===== src/rtl/core/pid_positional_incremental_top_macros.svh =====
// Assertion macros for the PID controller block.
// PIDPI_ASSERT_RST checks a property with the reset as a disable condition,
// PIDPI_ASSERT checks it at every clock edge, reset included.
`ifndef PID_POSITIONAL_INCREMENTAL_TOP_MACROS_SVH
`define PID_POSITIONAL_INCREMENTAL_TOP_MACROS_SVH
`ifndef SYNTHESIS
`define PIDPI_ASSERT_RST(lbl, clk, rst_n, prop) \
    lbl: assert property (@(posedge clk) disable iff (!rst_n) prop) \
        else $error("pidpi assertion failed");
`define PIDPI_ASSERT(lbl, clk, prop) \
    lbl: assert property (@(posedge clk) prop) \
        else $error("pidpi assertion failed");
`else
`define PIDPI_ASSERT_RST(lbl, clk, rst_n, prop)
`define PIDPI_ASSERT(lbl, clk, prop)
`endif
`endif


===== src/rtl/core/pidpi_pkg.sv =====
package pidpi_pkg;

    localparam int GAIN_W     = 16;
    localparam int LIM_W      = 15;
    localparam int CFG_IDX_W  = 3;
    localparam int CFG_DATA_W = 16;

    typedef enum logic [CFG_IDX_W-1:0] {
        CFG_MODE           = 3'd0,
        CFG_GAIN_P         = 3'd1,
        CFG_GAIN_I         = 3'd2,
        CFG_GAIN_D         = 3'd3,
        CFG_OUT_UPPER      = 3'd4,
        CFG_OUT_LOWER      = 3'd5,
        CFG_INTEGRAL_LIMIT = 3'd6,
        CFG_DEAD_BAND      = 3'd7
    } t_cfg_idx;

    // Controller form selected by the mode register.
    localparam logic MODE_POSITIONAL  = 1'b0;
    localparam logic MODE_INCREMENTAL = 1'b1;

    typedef struct packed {
        logic                     mode;
        logic signed [GAIN_W-1:0] gain_p;
        logic signed [GAIN_W-1:0] gain_i;
        logic signed [GAIN_W-1:0] gain_d;
        logic [LIM_W-1:0]         out_upper;
        logic signed [GAIN_W-1:0] out_lower;
        logic [LIM_W-1:0]         integral_limit;
        logic [LIM_W-1:0]         dead_band;
    } t_cfg;

    localparam t_cfg CFG_RESET = '{
        mode:           MODE_POSITIONAL,
        gain_p:         16'sd256,
        gain_i:         16'sd0,
        gain_d:         16'sd0,
        out_upper:      15'h7FFF,
        out_lower:      16'sh8000,
        integral_limit: 15'h7FFF,
        dead_band:      15'h0000
    };

endpackage


===== src/rtl/core/pidpi_cfg.sv =====
module pidpi_cfg (
    input  logic                                  i_clk,
    input  logic                                  i_rst_n,
    input  logic                                  i_we,
    input  logic [pidpi_pkg::CFG_IDX_W-1:0]       i_idx,
    input  logic [pidpi_pkg::CFG_DATA_W-1:0]      i_wdata,
    output pidpi_pkg::t_cfg                       o_cfg
);

    pidpi_pkg::t_cfg r_cfg;
    pidpi_pkg::t_cfg n_cfg;

    always_comb begin
        n_cfg = r_cfg;
        if (i_we) begin
            case (pidpi_pkg::t_cfg_idx'(i_idx))
                pidpi_pkg::CFG_MODE:           n_cfg.mode = i_wdata[0];
                pidpi_pkg::CFG_GAIN_P:         n_cfg.gain_p = $signed(i_wdata);
                pidpi_pkg::CFG_GAIN_I:         n_cfg.gain_i = $signed(i_wdata);
                pidpi_pkg::CFG_GAIN_D:         n_cfg.gain_d = $signed(i_wdata);
                pidpi_pkg::CFG_OUT_UPPER:
                    n_cfg.out_upper = i_wdata[pidpi_pkg::LIM_W-1:0];
                pidpi_pkg::CFG_OUT_LOWER:      n_cfg.out_lower = $signed(i_wdata);
                pidpi_pkg::CFG_INTEGRAL_LIMIT:
                    n_cfg.integral_limit = i_wdata[pidpi_pkg::LIM_W-1:0];
                pidpi_pkg::CFG_DEAD_BAND:
                    n_cfg.dead_band = i_wdata[pidpi_pkg::LIM_W-1:0];
                default:                       n_cfg = r_cfg;
            endcase
        end
    end

    always_ff @(posedge i_clk) begin
        if (!i_rst_n) begin
            r_cfg <= pidpi_pkg::CFG_RESET;
        end else begin
            r_cfg <= n_cfg;
        end
    end

    assign o_cfg = r_cfg;

endmodule


===== src/rtl/core/pidpi_datapath.sv =====
module pidpi_datapath #(
    parameter int DATA_WIDTH = 16,
    parameter int FRAC_BITS  = 8,
    parameter int SUM_WIDTH  = 32
) (
    input  logic                         i_clk,
    input  logic                         i_rst_n,
    input  logic                         i_fire,
    input  logic signed [DATA_WIDTH-1:0] i_err,
    input  pidpi_pkg::t_cfg              i_cfg,
    output logic signed [DATA_WIDTH-1:0] o_drive
);

    localparam int GW  = pidpi_pkg::GAIN_W;
    localparam int LW  = pidpi_pkg::LIM_W;
    localparam int ESW = (SUM_WIDTH > DATA_WIDTH) ? SUM_WIDTH : DATA_WIDTH;
    localparam int AW  = GW + ESW + 4;
    localparam int MW  = (DATA_WIDTH + 1 > LW) ? DATA_WIDTH + 1 : LW;

    localparam logic signed [ESW:0] SUM_MAX =
        {{(ESW - SUM_WIDTH + 2){1'b0}}, {(SUM_WIDTH - 1){1'b1}}};
    localparam logic signed [ESW:0] SUM_MIN = ~SUM_MAX;
    localparam logic signed [AW-1:0] DATA_MAX =
        {{(AW - DATA_WIDTH + 1){1'b0}}, {(DATA_WIDTH - 1){1'b1}}};
    localparam logic signed [AW-1:0] DATA_MIN = ~DATA_MAX;

    logic signed [DATA_WIDTH-1:0] r_prev, n_prev;
    logic signed [DATA_WIDTH-1:0] r_pprev, n_pprev;
    logic signed [DATA_WIDTH-1:0] r_held, n_held;
    logic signed [ESW-1:0]        r_sum, n_sum;
    logic                         r_first, n_first;

    logic                         w_incr;
    logic signed [DATA_WIDTH-1:0] w_prev_eff;
    logic signed [DATA_WIDTH:0]   w_d1;
    logic signed [DATA_WIDTH+1:0] w_d2;
    logic signed [ESW:0]          w_sum_add;
    logic signed [ESW-1:0]        w_sum_sat;
    logic signed [DATA_WIDTH:0]   w_p_opd;
    logic signed [DATA_WIDTH+1:0] w_d_opd;
    logic signed [ESW-1:0]        w_i_opd;
    logic signed [GW+DATA_WIDTH:0]   w_prod_p;
    logic signed [GW+DATA_WIDTH+1:0] w_prod_d;
    logic signed [GW+ESW-1:0]        w_prod_i;
    logic signed [AW-1:0]         w_p_term, w_d_term, w_i_raw, w_i_term;
    logic signed [AW-1:0]         w_il, w_upper, w_lower;
    logic signed [AW-1:0]         w_pos, w_inc, w_lim;
    logic signed [AW-1:0]         w_sat;
    logic signed [DATA_WIDTH:0]   w_e_ext;
    logic [DATA_WIDTH:0]          w_mag;
    logic                         w_dead;

    always_comb begin
        w_incr     = (i_cfg.mode == pidpi_pkg::MODE_INCREMENTAL);
        // A positional first sample sees itself as the previous error.
        w_prev_eff = (!w_incr && r_first) ? i_err : r_prev;
        w_d1 = (DATA_WIDTH+1)'(i_err) - (DATA_WIDTH+1)'(w_prev_eff);
        w_d2 = (DATA_WIDTH+2)'(i_err) + (DATA_WIDTH+2)'(r_pprev)
             - ((DATA_WIDTH+2)'(r_prev) <<< 1);

        w_sum_add = (ESW+1)'(r_sum) + (ESW+1)'(i_err);
        if (w_sum_add > SUM_MAX) begin
            w_sum_sat = ESW'(SUM_MAX);
        end else if (w_sum_add < SUM_MIN) begin
            w_sum_sat = ESW'(SUM_MIN);
        end else begin
            w_sum_sat = ESW'(w_sum_add);
        end

        // The three multipliers are shared between the two forms.
        w_p_opd = w_incr ? w_d1 : (DATA_WIDTH+1)'(i_err);
        w_d_opd = w_incr ? w_d2 : (DATA_WIDTH+2)'(w_d1);
        w_i_opd = w_incr ? ESW'(i_err) : w_sum_sat;

        w_prod_p = $signed(i_cfg.gain_p) * w_p_opd;
        w_prod_d = $signed(i_cfg.gain_d) * w_d_opd;
        w_prod_i = $signed(i_cfg.gain_i) * w_i_opd;

        // Arithmetic shifts round toward minus infinity.
        w_p_term = AW'(w_prod_p >>> FRAC_BITS);
        w_d_term = AW'(w_prod_d >>> FRAC_BITS);
        w_i_raw  = AW'(w_prod_i >>> FRAC_BITS);

        w_il    = $signed(AW'(i_cfg.integral_limit));
        w_upper = $signed(AW'(i_cfg.out_upper));
        w_lower = AW'(i_cfg.out_lower);

        if (w_i_raw > w_il) begin
            w_i_term = w_il;
        end else if (w_i_raw < -w_il) begin
            w_i_term = -w_il;
        end else begin
            w_i_term = w_i_raw;
        end

        // The lower limit is applied last, so it wins when the limits cross.
        w_pos = w_p_term + w_i_term + w_d_term;
        if (w_pos > w_upper) begin
            w_pos = w_upper;
        end
        if (w_pos < w_lower) begin
            w_pos = w_lower;
        end

        w_inc = AW'(r_held) + w_p_term + w_i_term + w_d_term;
        if (w_inc > w_upper) begin
            w_inc = w_upper;
        end else if (w_inc < -w_upper) begin
            w_inc = -w_upper;
        end

        w_lim = w_incr ? w_inc : w_pos;
        if (w_lim > DATA_MAX) begin
            w_sat = DATA_MAX;
        end else if (w_lim < DATA_MIN) begin
            w_sat = DATA_MIN;
        end else begin
            w_sat = w_lim;
        end

        w_e_ext = (DATA_WIDTH+1)'(i_err);
        w_mag   = w_e_ext[DATA_WIDTH] ? -w_e_ext : w_e_ext;
        w_dead  = MW'(w_mag) < MW'(i_cfg.dead_band);
        o_drive = w_dead ? '0 : DATA_WIDTH'(w_sat);
    end

    always_comb begin
        n_prev  = r_prev;
        n_pprev = r_pprev;
        n_held  = r_held;
        n_sum   = r_sum;
        n_first = r_first;
        if (i_fire) begin
            n_held = o_drive;
            n_prev = i_err;
            if (w_incr) begin
                n_sum   = ESW'(i_err);
                n_pprev = r_prev;
            end else begin
                n_sum   = w_sum_sat;
                n_first = 1'b0;
                if (r_first) begin
                    n_pprev = i_err;
                end
            end
        end
    end

    always_ff @(posedge i_clk) begin
        if (!i_rst_n) begin
            r_prev  <= '0;
            r_pprev <= '0;
            r_held  <= '0;
            r_sum   <= '0;
            r_first <= 1'b1;
        end else begin
            r_prev  <= n_prev;
            r_pprev <= n_pprev;
            r_held  <= n_held;
            r_sum   <= n_sum;
            r_first <= n_first;
        end
    end

endmodule


===== src/rtl/core/pid_positional_incremental_top.sv =====
// PID controller, positional or incremental form, signed fixed point.
// The input channel (i_in_valid, o_in_stall, i_error_in) carries one error
// sample per transfer; the output channel (o_out_valid, i_out_stall, o_drive)
// carries exactly one drive value per input transfer, in the same order.
// A transfer happens at a rising edge where valid is high and stall is low.
// Registers are written through i_cfg_we, i_cfg_idx and i_cfg_wdata, and
// should only change while no sample is in flight.
// A sample taken at an edge is registered in the input stage, processed by
// the datapath, and its drive value is registered in the output stage.
// Throughput: one sample per cycle while the receiver does not stall. That
// rate is set by the controller state loop (error history, error sum and
// kept output), which is closed around the three gain multipliers.
// When the receiver stalls, the drive value is held in the output register
// and the stage behind it keeps its sample; the input is stalled only when
// both are full, so one further sample is still taken while a result waits.
// Synchronous reset empties both stages, restores the register defaults
// and clears the error history; the next positional sample seeds it.
`include "pid_positional_incremental_top_macros.svh"

module pid_positional_incremental_top #(
    parameter int DATA_WIDTH = 16,
    parameter int FRAC_BITS  = 8,
    parameter int SUM_WIDTH  = 32
) (
    input  logic                                 i_clk,
    input  logic                                 i_rst_n,
    input  logic                                 i_in_valid,
    output logic                                 o_in_stall,
    input  logic signed [DATA_WIDTH-1:0]         i_error_in,
    output logic                                 o_out_valid,
    input  logic                                 i_out_stall,
    output logic signed [DATA_WIDTH-1:0]         o_drive,
    input  logic                                 i_cfg_we,
    input  logic [pidpi_pkg::CFG_IDX_W-1:0]      i_cfg_idx,
    input  logic [pidpi_pkg::CFG_DATA_W-1:0]     i_cfg_wdata
);

    pidpi_pkg::t_cfg w_cfg;

    // Input register stage.
    logic                         r_in_vld;
    logic signed [DATA_WIDTH-1:0] r_in_err;
    // Output register stage.
    logic                         r_out_vld;
    logic signed [DATA_WIDTH-1:0] r_out_drive;

    logic                         w_advance;
    logic                         w_fire;
    logic                         w_in_acc;
    logic signed [DATA_WIDTH-1:0] w_drive_next;

    // The output register can take a new value when it is empty or being
    // drained in this cycle; the sample in the input stage then completes.
    assign w_advance  = !r_out_vld || !i_out_stall;
    assign w_fire     = r_in_vld && w_advance;
    assign o_in_stall = r_in_vld && !w_advance;
    assign w_in_acc   = i_in_valid && !o_in_stall;

    pidpi_cfg u_cfg (
        .i_clk   (i_clk),
        .i_rst_n (i_rst_n),
        .i_we    (i_cfg_we),
        .i_idx   (i_cfg_idx),
        .i_wdata (i_cfg_wdata),
        .o_cfg   (w_cfg)
    );

    pidpi_datapath #(
        .DATA_WIDTH (DATA_WIDTH),
        .FRAC_BITS  (FRAC_BITS),
        .SUM_WIDTH  (SUM_WIDTH)
    ) u_datapath (
        .i_clk   (i_clk),
        .i_rst_n (i_rst_n),
        .i_fire  (w_fire),
        .i_err   (r_in_err),
        .i_cfg   (w_cfg),
        .o_drive (w_drive_next)
    );

    always_ff @(posedge i_clk) begin
        if (!i_rst_n) begin
            r_in_vld  <= 1'b0;
            r_out_vld <= 1'b0;
        end else begin
            if (!o_in_stall) begin
                r_in_vld <= i_in_valid;
            end
            if (w_advance) begin
                r_out_vld <= r_in_vld;
            end
        end
    end

    // Payload registers carry no reset.
    always_ff @(posedge i_clk) begin
        if (w_in_acc) begin
            r_in_err <= i_error_in;
        end
        if (w_fire) begin
            r_out_drive <= w_drive_next;
        end
    end

    assign o_out_valid = r_out_vld;
    assign o_drive     = r_out_drive;

    // Reset leaves both stages empty and the input open.
    `PIDPI_ASSERT(a_reset_empty, i_clk, !i_rst_n |=> !o_out_valid && !o_in_stall)
    // The input is only held off by a full, stalled output register.
    `PIDPI_ASSERT_RST(a_stall_cause, i_clk, i_rst_n, o_in_stall |-> o_out_valid && i_out_stall)
    // A sample that cannot complete stays in the input stage untouched.
    `PIDPI_ASSERT_RST(a_in_hold, i_clk, i_rst_n, r_in_vld && !w_advance |=> r_in_vld && $stable(r_in_err))

endmodule

===== config.mk =====
export PLATFORM = sky130hd
export DESIGN_NAME = pid_positional_incremental_top
export DESIGN_NICKNAME = d
export VERILOG_FILES = /design/src/rtl/core/pidpi_pkg.sv /design/src/rtl/core/pidpi_cfg.sv /design/src/rtl/core/pidpi_datapath.sv /design/src/rtl/core/pid_positional_incremental_top.sv
export VERILOG_INCLUDE_DIRS = /design/src /design/src/rtl/core
export SDC_FILE = /design/constraint.sdc
export NUM_CORES = 2
export LEC_CHECK = 0
export BUFFER_PORTS_ARGS = -buffer_cell sky130_fd_sc_hd__buf_2
export CAP_MARGIN = 10
export CELL_PAD_IN_SITES_DETAIL_PLACEMENT = 0
export CELL_PAD_IN_SITES_GLOBAL_PLACEMENT = 2
export CORE_MARGIN = 3
export CORE_UTILIZATION = 40
export DETAILED_ROUTE_END_ITERATION = 16
export PLACE_DENSITY = 0.93
export SYNTH_ARGS = -nofsm -noshare
export SYNTH_HDL_FRONTEND = slang
export SYNTH_SLANG_ARGS = --single-unit

===== constraint.sdc =====
create_clock -name i_clk -period 36.7 [get_ports i_clk]
set_input_delay 1.835 -clock i_clk [delete_from_list [all_inputs] [get_ports i_clk]]
set_output_delay 1.835 -clock i_clk [all_outputs]
set_load 0.01 [all_outputs]

==> metrics.csv <==
metric;value;unit
share of post-route cells with drive strength above 1;0.0441;
Worst setup EP type;flop;
Vert. Die Dim;423;µm
ys async rst share;0;
Post-Place Cells;10600;
ys flop type;dfxtp_1;
Avg Cell Area, Syn;8.22;µm²
most frequent cell after synthesis;inv_1;
HPWL after detailed placement;186000;µm
gr ovfl total;0;
endpoints failing hold;0;
top cells by area, synth;fa_1 33%, ha_1 12%, inv_1 8.4%;
Finished Core Util;0.426;
CP startpoint kind;flop;
clk_lat worst skew;0.66;ns
clk root buf;clkbuf_16;
Tcrit/Tclk final;0.717;
outcome;completed;
WS Path Type;reg -> reg;
syn_nets;10400;
RSZ-0062 raised after global routing;no;
Worst Hold Launch;u_cfg.o_cfg[41];
Max Slew Vio Count;0;
Initial Util;0.404;
Port Buf Inserts;57;
DR vias;58600;
vias in the first global route;60400;
reg2reg path depth;95;
CTS Buffer Depth;3;
Final GP Congestion;0.987;
metal2 WL;107000;µm
largest net degree at the start of global routing;82;
TNS Setup;0;ns
P&R area growth vs syn;5.43;%
minimum clock period;26.30;ns
Worst R2R Start;r_in_err[1];
Commonest cells post-synth;1566 x inv_1, 1184 x nand2_1, 1158 x fa_1;
area leader, netlist;fa_1;
worst reg2reg path endpoint;u_datapath.r_held[4];
Hold Path Class;reg -> reg;
clock tree sinks;225;
Seq/Total Area, Yosys;0.0693;
total CTS buffers;28;
MaxCap Viol Count;0;
Global Route Usage Sum;0.257;
number of synthesized flops with an enable pin;32;
share of the synthesized area in the top cell type;0.333;
Final Non-Filler Cells;10700;
DIE AREA;179000;µm²
hold depth;2;
global-route wire length before repair;360000;µm
Post-Syn Instances;8473;
CP peak stage delay;0.85;ns
core area;172000;µm²
Post-CTS Resized;0;
worst slew pin tran;1.18;ns
drt total wl;229000;µm
drt wl/cell;21.5;µm
critical-path maximum fanout;34;
Rel. slew slack;0.209;
vias per std cell;5.50;
postcts setup bufs;0;
worst clock skew;0.0390;ns
H-tree depth;1;
worst path arrival time;26.87;ns
slowest CP cell;nor2_2;
initial antenna violation count;7;
yosys warns;0;
row cnt;152;
Layout Nets;10200;
Yosys reg bits;225;
M1 WL;97300;µm
CP required;37.27;ns
Synth cell types;105;
Ports;58;
end of the worst hold path;u_cfg.o_cfg[41];
R2R setup slack;10.40;ns
CTS tree;built;
met3 WL post-DR;13200;µm
f_max;0.0380;GHz
clk slew on worst S/H paths;0.07;ns
Residual DRC;0;
Post-CTS Hold Buffers;0;
die extent in x;423;µm
violation count after the first detailed-route iteration;4118;
final setup fails;0;
Top Layer Used;met4;
first-pass iteration count of the detailed router;6;
antenna viol nets, final;0;
most used cell, CP;a21oi_1;
mapped cell area;69600;µm²
Filler cells;17300;
==> state kept, by name (all words and copies together) (netlist names) <==
signal,flops
r_in_vld,1
u_cfg.o_cfg,110
o_drive,16
u_datapath.r_sum,32
u_datapath.r_prev,16
u_datapath.r_pprev,16
o_out_valid,1
u_datapath.r_first,1
r_in_err,16
u_datapath.r_held,16
==> per-stage QoR <==
| stage | hold WS (ns) | cell area (µm²) | worst slack [ns] |
|---|---|---|---|
| final | 0.466 | 73400 | 10.40 |
| after global routing | 0.487 | 73400 | 8.58 |
| after CTS | 0.468 | 73400 | 10.77 |
| after detailed placement | 0.459 | 72400 | 10.91 |
| after global placement | 0.454 | 72400 | 10.98 |
| after floorplan | 0.443 | 69600 | 13.76 |
==> critical path, delay by kind of cell (launching register included) <==
kind	cells	cell delay [ns]
buf+inv	9	1.43
compound gates	41	9.97
fa+ha+maj	14	5.98
flops	1	0.53
mux	2	0.76
simple gates	27	7.20
xor+xnor	2	0.29
==> worst max path at each step <==
stage,end,startpoint,slack (ns)
floorplan,o_drive[1],r_in_err[1],13.76
global placement,u_datapath.r_held[7],r_in_err[15],10.98
detailed placement,u_datapath.r_held[8],r_in_err[15],10.91
CTS,u_datapath.r_held[8],r_in_err[1],10.77
global route,u_datapath.r_held[14],r_in_err[1],8.58
finish,u_datapath.r_held[4],r_in_err[1],10.40
==> layout make-up <==
type | instances | area [µm²] | area share
inverter | 1571 | 5900 | 0.0803
multi-input combinational | 6321 | 57700 | 0.785
clock buffer | 31 | 722 | 0.00983
timing repair buffer | 171 | 1150 | 0.0157
antenna | 1 | 2.50 | 0.0000341
tap | 2310 | 2890 | 0.0394
clock inverter | 21 | 249 | 0.00339
sequential | 225 | 4840 | 0.0659
==> cells by family (layout without fill, tap and decap cells) <==
group,count (synthesis),count (layout),synth area share
AO/OA/AOI/OAI,1551,1551,0.148
XOR/XNOR,309,309,0.0393
adder cells (fa/ha/maj),1844,1844,0.456
buffers and inverters,1927,1794,0.105
flip-flops,225,225,0.0693
multiplexers,53,53,0.00805
other,0,1,0
AND/OR/NAND/NOR,2564,2564,0.175
==> layout by cell type, fill, tap and decap left out, drive strengths merged, types with 92 or more instances in the layout <==
cell	n
dfxtp	193
a21boi	146
fa	1158
a21oi	393
a21o	177
and2	416
ha	686
nand2	1184
buf	171
inv	1571
o21ai	285
nor2	338
nand3	92
xnor2	218
==> routing by layer <==
| layer | track usage | vias to the layer above |
|---|---|---|
| met1 | 0.336 | 29400 |
| li1 | - | 26900 |
| met5 | 0 | - |
| met4 | 0.118 | 0 |
| met3 | 0.0300 | 412 |
| met2 | 0.426 | 1809 |
Power is not shown: default switching activity piles up to over one toggle a cycle in this logic, so the estimate is an artifact.
